==> src/rtl/gqfs_pkg.sv <==
// Shared types, constants and saturating arithmetic helpers for the
// Gaussian quadratic form scorer. No dependencies.
package gqfs_pkg;

  localparam int CODEBOOKS = 256;
  localparam int FIRST_DIM = 32;
  localparam int MAX_DIM   = 48;
  localparam int QDEPTH    = 2;

  localparam logic [1:0] MODE_WRITE = 2'd0;
  localparam logic [1:0] MODE_LOAD  = 2'd1;
  localparam logic [1:0] MODE_SCORE = 2'd2;

  localparam logic [1:0] SEL_MATRIX = 2'd0;
  localparam logic [1:0] SEL_LINEAR = 2'd1;
  localparam logic [1:0] SEL_CONST  = 2'd2;

  typedef struct packed {
    logic [1:0]         mode;
    logic [1:0]         table_select;
    logic [7:0]         codebook_index;
    logic [9:0]         word_index;
    logic signed [31:0] value;
  } item_t;

  typedef struct packed {
    logic [7:0]         codebook_out;
    logic signed [63:0] first_score;
    logic signed [63:0] second_score;
  } result_t;

  typedef enum logic [2:0] {
    OP_WR_MAT,
    OP_WR_LIN,
    OP_WR_CST,
    OP_WR_FEAT,
    OP_SCORE
  } op_e;

  typedef struct packed {
    op_e                op;
    logic [7:0]         cb;
    logic [9:0]         wi;
    logic signed [31:0] value;
  } entry_t;

  // Queue handshake toward the back end.
  typedef struct packed {
    logic   valid;
    entry_t entry;
  } queue_t;

  function automatic logic signed [63:0] sat_add(input logic signed [63:0] a,
                                                 input logic signed [63:0] b);
    logic signed [64:0] s;
    s = {a[63], a} + {b[63], b};
    if (s[64] != s[63]) begin
      return s[64] ? {1'b1, 63'd0} : {1'b0, {63{1'b1}}};
    end
    return s[63:0];
  endfunction

  function automatic logic signed [63:0] sat_neg(input logic signed [63:0] a);
    if (a == {1'b1, 63'd0}) begin
      return {1'b0, {63{1'b1}}};
    end
    return -a;
  endfunction

endpackage

==> src/rtl/gqfs_front.sv <==
// Front end: accepts items, drops out-of-range ones, queues the rest.
// Depends on gqfs_pkg.
module gqfs_front #(
  parameter int CODEBOOKS = gqfs_pkg::CODEBOOKS,
  parameter int FIRST_DIM = gqfs_pkg::FIRST_DIM,
  parameter int MAX_DIM   = gqfs_pkg::MAX_DIM
) (
  input  logic            clk_i,
  input  logic            rst_ni,
  input  logic            start,
  output logic            busy,
  input  gqfs_pkg::item_t item_i,
  output gqfs_pkg::queue_t queue_o,
  input  logic            pop_i
);

  localparam int BLK1   = (FIRST_DIM < MAX_DIM) ? FIRST_DIM : MAX_DIM;
  localparam int BLK2   = MAX_DIM - BLK1;
  localparam int STRIDE = BLK1 * (BLK1 + 1) / 2 + BLK2 * (BLK2 + 1) / 2;
  localparam int QD     = gqfs_pkg::QDEPTH;
  localparam int PW     = $clog2(QD);
  localparam int CW     = $clog2(QD + 1);

  gqfs_pkg::entry_t slot_q [QD];
  logic [PW-1:0] wr_q, rd_q;
  logic [CW-1:0] cnt_q;
  logic          keep;
  logic          push;
  gqfs_pkg::entry_t ent;

  // Classify: map mode/select to an operation and check ranges.
  always_comb begin
    ent.cb    = item_i.codebook_index;
    ent.wi    = item_i.word_index;
    ent.value = item_i.value;
    ent.op    = gqfs_pkg::OP_SCORE;
    keep      = 1'b0;
    case (item_i.mode)
      gqfs_pkg::MODE_WRITE: begin
        if (32'(item_i.codebook_index) < CODEBOOKS) begin
          case (item_i.table_select)
            gqfs_pkg::SEL_MATRIX: begin
              ent.op = gqfs_pkg::OP_WR_MAT;
              keep   = 32'(item_i.word_index) < STRIDE;
            end
            gqfs_pkg::SEL_LINEAR: begin
              ent.op = gqfs_pkg::OP_WR_LIN;
              keep   = 32'(item_i.word_index) < MAX_DIM;
            end
            gqfs_pkg::SEL_CONST: begin
              ent.op = gqfs_pkg::OP_WR_CST;
              keep   = item_i.word_index < 10'd2;
            end
            default: keep = 1'b0;
          endcase
        end
      end
      gqfs_pkg::MODE_LOAD: begin
        ent.op = gqfs_pkg::OP_WR_FEAT;
        keep   = 32'(item_i.word_index) < MAX_DIM;
      end
      gqfs_pkg::MODE_SCORE: begin
        ent.op = gqfs_pkg::OP_SCORE;
        keep   = 32'(item_i.codebook_index) < CODEBOOKS;
      end
      default: keep = 1'b0;
    endcase
  end

  assign busy = (cnt_q == CW'(QD));
  assign push = start && !busy && keep;
  assign queue_o.valid = (cnt_q != '0);
  assign queue_o.entry = slot_q[rd_q];

  always_ff @(posedge clk_i) begin
    if (push) begin
      slot_q[wr_q] <= ent;
    end
  end

  always_ff @(posedge clk_i or negedge rst_ni) begin
    if (!rst_ni) begin
      wr_q  <= '0;
      rd_q  <= '0;
      cnt_q <= '0;
    end else begin
      if (push) begin
        wr_q <= (32'(wr_q) == QD - 1) ? '0 : wr_q + 1'b1;
      end
      if (pop_i) begin
        rd_q <= (32'(rd_q) == QD - 1) ? '0 : rd_q + 1'b1;
      end
      cnt_q <= cnt_q + CW'(push) - CW'(pop_i);
    end
  end

endmodule

==> config.mk <==
export PLATFORM = sky130hd
export DESIGN_NAME = gqfs_front
export DESIGN_NICKNAME = d
export VERILOG_FILES = /design/src/rtl/gqfs_pkg.sv /design/src/rtl/gqfs_front.sv
export SDC_FILE = /design/constraint.sdc
export NUM_CORES = 1
export LEC_CHECK = 0
export BUFFER_PORTS_ARGS = -buffer_cell sky130_fd_sc_hd__buf_2
export CAP_MARGIN = 15
export CORE_UTILIZATION = 55
export DETAILED_ROUTE_END_ITERATION = 8
export PLACE_DENSITY = 0.85
export RECOVER_POWER = 50
export REMOVE_ABC_BUFFERS = 1
export SYNTH_ARGS = -nofsm -noshare
export SYNTH_HDL_FRONTEND = slang
export SYNTH_SLANG_ARGS = --single-unit
==> constraint.sdc <==
create_clock -name clk_i -period 10.8 [get_ports clk_i]
set_clock_uncertainty 0.15 [all_clocks]
set_input_delay 2.16 -clock clk_i [delete_from_list [all_inputs] [get_ports clk_i]]
set_output_delay 2.16 -clock clk_i [all_outputs]
set_load 0.01 [all_outputs]
## Yosys cells after proc, flatten, opt, wreduce, memory -nomap -nowiden

Memories as Yosys holds them, arrays and structs flattened.
Cells that the tools add are included.

- Register bits: 4
- RAM bits: 106
- Input bits: 58
- Output and inout port bits: 55
- Word-level logic and storage cells: 30
- Memories kept: 1

- $add $sub $neg: 4
- $lt $le $gt $ge: 3
- Equal/unequal tests: 5
- Muxes and demuxes: 8
- Reductions and logical operators: 6

Memory list:

| name | depth | width | read ports | clocked after Yosys merged registers in | write ports | line | RTL |
|---|---|---|---|---|---|---|---|
| slot_q | 2 | 53 | 1 | 0 | 1 | gqfs_front.sv:24 | `gqfs_pkg::entry_t slot_q [QD];` |

Operators by type and width:

| cell | number |
|---|---|
| < comparator 10 bit (second input constant) | 1 |
| < comparator 10 x 2 -> 1 bit (second input constant) | 1 |
| < comparator 10 x 6 -> 1 bit (second input constant) | 1 |
| case mux 3 bit (3 select lines) | 1 |
| == test 2 bit (second input constant) | 3 |
| case mux 1 bit (3 select lines) | 2 |
| case mux 3 bit (2 select lines) | 1 |
| == test 2 x 1 -> 1 bit (second input constant) | 2 |
| zero test 2 bit | 2 |
| 2-to-1 mux 1 bit | 4 |
| adder 1 bit (second input constant) | 2 |
| adder 2 x 1 -> 2 bit | 1 |
| logical AND 1 bit | 2 |
| nonzero test 2 bit | 1 |
| subtractor 2 x 1 -> 2 bit | 1 |
| zero test 1 bit | 1 |

## Longest topological paths before layout

Gate-level depths: netlist of the first run.

- Word-level depth: 6
- Gate-level depth with buffers: 9

## Least setup slack after synthesis of the first run

Ideal clock, no wire load.

- Path kind: input port to flip-flop
- Start: input item_i[41] (netlist bit)
- End: memory slot_q[1][0] (netlist bit) (enable)
- Setup time: 0.529 ns
- Arrival: 6.407 ns
- Data required time: 10.121 ns
- Setup slack: 3.714 ns
- Stages on the path: 4
- Buffers on the path: 0
- Cell sequence: nor4_4 -> a311oi_1 -> and3_4 -> nor3_1

- Longest elaborated chain between the ends: 6
- Elaborated cells between the ends (all ways): 8
- Classes of those cells: order compare (3); mux (4); reduce/logical (1)

RTL lines:

| what | line | RTL |
|---|---|---|
| from (decl) | gqfs_front.sv:12 | `input gqfs_pkg::item_t item_i,` |
| < comparator 10 x 2 -> 1 bit, or another cell as far along | gqfs_front.sv:52 | `keep = item_i.word_index < 10'd2;` |
| case mux 1 bit (3 select lines) | gqfs_front.sv:41 | `case (item_i.table_select)` |
| case mux 1 bit (3 select lines) (*) | gqfs_front.sv:38 | `case (item_i.mode)` |
| logical AND 1 bit (*) | gqfs_front.sv:71 | `assign push = start && !busy && keep;` |
| 2-to-1 mux 1 bit (*) | gqfs_front.sv:76 | `if (push) begin` |
| 2-to-1 mux 1 bit (implied by the code) (*) | gqfs_front.sv:77 | `slot_q[wr_q] <= ent;` |
| to (decl) | gqfs_front.sv:24 |  |

Mark *: on every way between the ends. The rest lies on a longest branch, timed or not.

## Worst setup path after layout of the first run

- Start: input item_i[41] (netlist bit)
- End: memory slot_q[0][1] (netlist bit) (enable)

The elaborated chain is that of the path after synthesis.

==> flow_metrics.env, run 1 <==
export IMPL_ys_seq_elements=110
export IMPL_syn_area_per_cell_um2=19.9
export IMPL_fin_tns_setup_ns=0
export IMPL_die_area_um2=7930
export IMPL_required_ns=10.66
export IMPL_arrival_ns=5.17
export IMPL_drc_errors=0
export IMPL_setup_violations=0
export IMPL_status="finished with violations"
export IMPL_fill_cells=542
export IMPL_grt_start_max_net_pins=54
export IMPL_rows=31
export IMPL_track_usage_pct=17.7
export IMPL_ys_flop_type="edfxtp_1"
export IMPL_maxCapViolations=1
export IMPL_synthToLayoutAreaGrowth_pct=19.7
export IMPL_hold_class="reg2reg"
export IMPL_relSlewSlack_pct=-12.6
export IMPL_max_vdd_ir_drop_mv=0.112
export IMPL_n_antenna_cell=0
export IMPL_postCtsResizedCells=0
export IMPL_p_switching_uw=305
export IMPL_synthesis_area_um2=4170
export IMPL_startpoint_type="input pin"
export IMPL_ys_types=25
export IMPL_antenna_found_initial=0
export IMPL_comb_power_share_pct=27.3
export IMPL_fmax_mhz=188
export IMPL_cellLeakagePower_uw=0.00179
export IMPL_postCtsSetupBuffers=0
export IMPL_path_class="in2reg"
export IMPL_power_frac_seq_pct=50.9
export IMPL_clock_path_buffers=2
export IMPL_root_buffer="clkbuf_8"
export IMPL_cts_buffers_inserted=9
export IMPL_clockPowerShare_pct=21.8
export IMPL_boundaryPins=113
export IMPL_initial_core_util_pct=57.2
export IMPL_worst_pin_slew_ns=1.68
export IMPL_end_kind="flip-flop"
export IMPL_netlist_instances=209
export IMPL_crit_fanout=33
export IMPL_dp_hpwl_um=4640
export IMPL_wl_per_cell_um=15.7
export IMPL_timing_final_crit_period_ns=5.32
export IMPL_ant_nets=0
export IMPL_fin_hold_ws_ns=0.365
export IMPL_fin_nets=389
export IMPL_gp_congestion=0.760
export IMPL_stdcell_area_um2=4990
export IMPL_layout_commonest_cell="edfxtp_1"
export IMPL_grt_pass1_vias=2113
export IMPL_synth_edf_count=106
export IMPL_grt_pass1_wl_um=10100
export IMPL_numPortBuffers=112
export IMPL_powerDensity_nw_per_um2=217
export IMPL_power_internal_uw=777
export IMPL_grt_overflow_total=0
export IMPL_violations="max-capacitance violations, max-slew violations"
export IMPL_cts_htree_levels=3
export IMPL_layout_drive_gt1_share_pct=46.7
export IMPL_die_w_um=89.1
export IMPL_fin_crit_sh_pct=49.2
export IMPL_swShare_pct=28.2
export IMPL_ys_async_sr_fraction_pct=3.64
export IMPL_clock_sinks=110
export IMPL_place_ws_ns=6.19
export IMPL_clock_latency_ns=0.35
export IMPL_fin_ws_ns=5.48
export IMPL_vias_per_cell=5.22
export IMPL_rsz0062_at_grt="false"
export IMPL_die_h_um=89.1
export IMPL_hold_viol=0
export IMPL_cts_hold_buffers=0
export IMPL_cts_tree="done"
export IMPL_post_dp_cell_area_um2=4860
export IMPL_routed_wl_um=6810
export IMPL_path_clk_slew_ns=0.10
export IMPL_drtIter0Drc=86
export IMPL_coreArea_um2=7290
export IMPL_ys_warnings_count=0
export IMPL_routed_via_count=2259
export IMPL_final_cell_mix="edfxtp_1, buf_2, mux2_2"
export IMPL_dr_pass1_iters=4
export IMPL_slew_violations=22
export IMPL_ys_seq_area_share_pct=78.8
==> stage by stage <==
| step | utilization [%] | power, µW | instances |
|---|---|---|---|
| CTS | 69.4 | 1100 | 433 |
| global route | 68.4 | 1140 | 433 |
| finish | 68.4 | 1080 | 433 |
| floorplan | - | 748 | 203 |
| detailed placement | 66.7 | 863 | 417 |
| global placement | 66.7 | 857 | 417 |
==> cell families after synthesis <==
group                    count (synthesis)  synth area share [%]
adder cells (fa/ha/maj)                  2                 0.600
AND/OR/NAND/NOR                         22                  3.15
AO/OA/AOI/OAI                            8                  1.41
buffers and inverters                   11                  1.14
XOR/XNOR                                 3                 0.630
multiplexers                            53                  14.3
flip-flops                             110                  78.8
==> worst paths after layout <==
path                       cells past startpoint  slack (ns)  startpoint            to
setup / recovery                               6        5.48  item_i[41]  slot_q[0][1]
hold / removal                                 1        0.37    cnt_q[1]      cnt_q[1]
hold reg to reg                                1        0.37    cnt_q[1]      cnt_q[1]
min in group asynchronous                      1        1.48      rst_ni      cnt_q[0]
setup reg to reg                               4        7.71    cnt_q[1]  slot_q[0][1]
max in group asynchronous                      1        8.82      rst_ni          wr_q
==> worst max-delay path: stages <==
cell	delay [ns]
clkbuf_1	0.13
nor4_1	0.53
a311oi_1	0.21
and3_1	0.27
nor2_1	1.27
buf_4	0.58
==> flip-flops by register name, indices dropped and copies added (netlist names) <==
signal and cells:
cnt_q 2, slot_q 106, wr_q 1, rd_q 1
==> per-layer routing <==
layer	GRT usage, %	share of wire (%)	vias up
met2	29.7	49	99
met3	5.54	7.3	7
met4	6.93	1.4	0
li1	-	-	1061
met5	0	0	-
met1	21.7	42	1092
==> area by class of cell <==
class	count	area (µm²)	area share [%]
Tap cell	99	124	2.48
Clock inverter	7	73.8	1.48
Clock buffer	9	124	2.48
Multi-Input combinational cell	88	823	16.5
Inverter	5	18.8	0.376
Sequential cell	110	3280	65.8
Timing Repair Buffer	115	544	10.9
==> cell usage after synthesis (3+ instances only) <==
cell | number | area share, %
nor2_1 | 6 | 0.54
inv_1 | 5 | 0.45
nand2_1 | 3 | 0.27
mux2_2 | 53 | 14
buf_2 | 5 | 0.60
edfxtp_1 | 106 | 76
dfrtp_1 | 4 | 2.4
nand4_1 | 3 | 0.45
==> power by group through the flow <==
| stage | Sequential, µW | Combinational (µW) | Clock, µW |
|---|---|---|---|
| 2_1_floorplan | 571 | 177 | 0 |
| 3_3_place_gp | 558 | 298 | 0 |
| 3_5_place_dp | 561 | 302 | 0 |
| 4_1_cts | 551 | 304 | 245 |
| 5_1_grt | 556 | 321 | 260 |
| 6_report | 550 | 295 | 236 |
Note: power is estimated with default switching activity, not from simulation.
==> inputs of run 2 (changes only) <==
Settings changed: CORE_UTILIZATION 55 to 52, PLACE_DENSITY 0.85 to 0.81.
Clock period 10.8 ns to 5.34 ns, I/O delays scaled along.
==> run 2 against run 1 <==
  * The run still ends with max-capacitance violations, max-slew violations left
  * Worst hold slack worse by 0.0063 ns
  * Final cell count is 0.92% higher
  * Via count hardly changed
  * Clock-buffer cell count is 1 higher
  * Critical path depth is 3 lower
  * First-iteration DRC count is 8.1% higher
  * Combinational power is 97% higher
  * Register-to-register slack worse by 4.9 ns
  * Power is 99% higher
  * Largest cell class unchanged
==> flow_metrics.env, run 2 (synthesis results as in run 1) <==
export IMPL_crit_fanout=40
export IMPL_powerDensity_nw_per_um2=433
export IMPL_drc_errors=0
export IMPL_post_dp_cell_area_um2=4870
export IMPL_relSlewSlack_pct=-11.9
export IMPL_final_core_util_pct=64.4
export IMPL_startpoint_type="flip-flop"
export IMPL_path_class="reg2out"
export IMPL_slowest_stage="dfrtp_1"
export IMPL_maxCapViolations=1
export IMPL_ant_nets=0
export IMPL_reg2reg_from="cnt_q[1]"
export IMPL_dp_hpwl_um=4570
export IMPL_grt_overflow_total=0
export IMPL_cts_hold_buffers=0
export IMPL_max_vdd_ir_drop_mv=0.312
export IMPL_use_met2_pct=29.4
export IMPL_hold_viol=0
export IMPL_largest_register_ffs=106
export IMPL_drtIter0Drc=93
export IMPL_fin_tns_setup_ns=0
export IMPL_fmax_mhz=249
export IMPL_slew_violations=41
export IMPL_multi_input_area_um2=826
export IMPL_fill_cells=585
export IMPL_path_cells="buf_4 -> mux2_2 -> buf_2"
export IMPL_worstHoldStart="cnt_q[1]"
export IMPL_min_path_cells=1
export IMPL_clock_path_buffers=2
export IMPL_root_buffer="clkbuf_8"
export IMPL_worst_pin_slew_ns=1.68
export IMPL_finalNonFillerCells=437
export IMPL_n_antenna_cell=0
export IMPL_numPortBuffers=112
export IMPL_grt_start_max_net_pins=54
export IMPL_arrival_ns=2.80
export IMPL_vias_per_cell=5.17
export IMPL_stdcell_area_um2=4980
export IMPL_grtUsageMet1_pct=21.0
export IMPL_dr_pass1_iters=4
export IMPL_cts_htree_levels=3
export IMPL_routed_wl_um=6950
export IMPL_track_usage_pct=17.2
export IMPL_antenna_found_initial=0
export IMPL_postCtsResizedCells=0
export IMPL_die_area_um2=8380
export IMPL_ff2ff_path_depth=4
export IMPL_fin_hold_ws_ns=0.359
export IMPL_top_regs="slot_q: 106 flops, cnt_q: 2 flops"
export IMPL_dpl_cell_count=421
export IMPL_die_w_um=91.5
export IMPL_gp_congestion=0.756
export IMPL_busiest_layer="met2"
export IMPL_cts_tree="done"
export IMPL_clock_latency_ns=0.35
export IMPL_clock_sinks=110
export IMPL_rsz0062_at_grt="false"
export IMPL_routed_via_count=2260
export IMPL_grt_pass1_wl_um=10600
export IMPL_setup_violations=0
export IMPL_end_kind="primary output"
export IMPL_grt_util_met3_pct=3.02
export IMPL_postCtsSetupBuffers=0
export IMPL_initial_core_util_pct=54.0
export IMPL_boundaryPins=113
export IMPL_largest_register="slot_q"
export IMPL_coreArea_um2=7730
export IMPL_die_h_um=91.5
export IMPL_final_cell_mix="edfxtp_1, buf_2, mux2_2"
export IMPL_required_ns=4.12
export IMPL_wl_per_cell_um=15.9
export IMPL_max_stage_delay_ns=1.48
export IMPL_timing_final_crit_period_ns=4.02
export IMPL_status="finished with violations"
export IMPL_synthToLayoutAreaGrowth_pct=19.4
export IMPL_seq_area_um2=3280
export IMPL_fin_nets=390
export IMPL_layout_commonest_cell="edfxtp_1"
export IMPL_violations="max-capacitance violations, max-slew violations"
export IMPL_min_to="cnt_q[1]"
export IMPL_cellLeakagePower_uw=0.00178
export IMPL_reg2reg_slack_ns=2.77
export IMPL_path_clk_slew_ns=0.09
export IMPL_cts_buffers_inserted=9
export IMPL_r2r_end="slot_q[1][9]"
export IMPL_layout_drive_gt1_share_pct=46.9
export IMPL_grt_pass1_vias=2273
export IMPL_rows=32
export IMPL_hold_class="reg2reg"
export IMPL_fin_crit_sh_pct=75.3
## run 2: layer usage
metal,wire length (µm),vias to the layer above
met5,0,-
met4,127,0
met3,347,10
met2,3560,79
met1,2920,1116
li1,-,1055
## run 2: worst max-delay path, delay by kind of cell (launching register included)
kind | cells | cell delay (ns)
flops | 1 | 1.48
mux | 1 | 0.38
buf+inv | 2 | 0.57
## run 2: how the worst max path moves through the flow
| stage | startpoint | to | slack (ns) | cells after the start |
|---|---|---|---|---|
| 4_1_cts | rd_q | queue_o[41] | 1.82 | 3 |
| 6_report | rd_q | queue_o[41] | 1.32 | 3 |
| 5_1_grt | rd_q | queue_o[37] | 1.15 | 3 |
| 3_3_place_gp | item_i[41] | slot_q[0][13] | 2.21 | 6 |
| 3_5_place_dp | item_i[41] | cnt_q[1] | 2.12 | 10 |
| 2_1_floorplan | item_i[41] | slot_q[1][0] | -0.65 | 4 |
## run 2: per-stage QoR
step	setup slack (ns)	power, µW
CTS	1.82	2180
detailed placement	2.12	1750
global route	1.15	2260
global placement	2.21	1740
floorplan	-0.654	1510
finish	1.32	2160
## run 2: area by class of cell
cell class | instances | share of cell area [%]
clock buffers | 10 | 2.56
clock inverters | 6 | 0.930
inverters | 5 | 0.377
multi-input cells | 88 | 16.6
flip-flops and latches | 110 | 65.9
well taps | 102 | 2.56
repair buffers | 116 | 11.0
## run 2: power breakdown
group	internal [µW]	switching (µW)
registers	1060	84.0
logic	306	274
clock network	172	264
total	1530	622
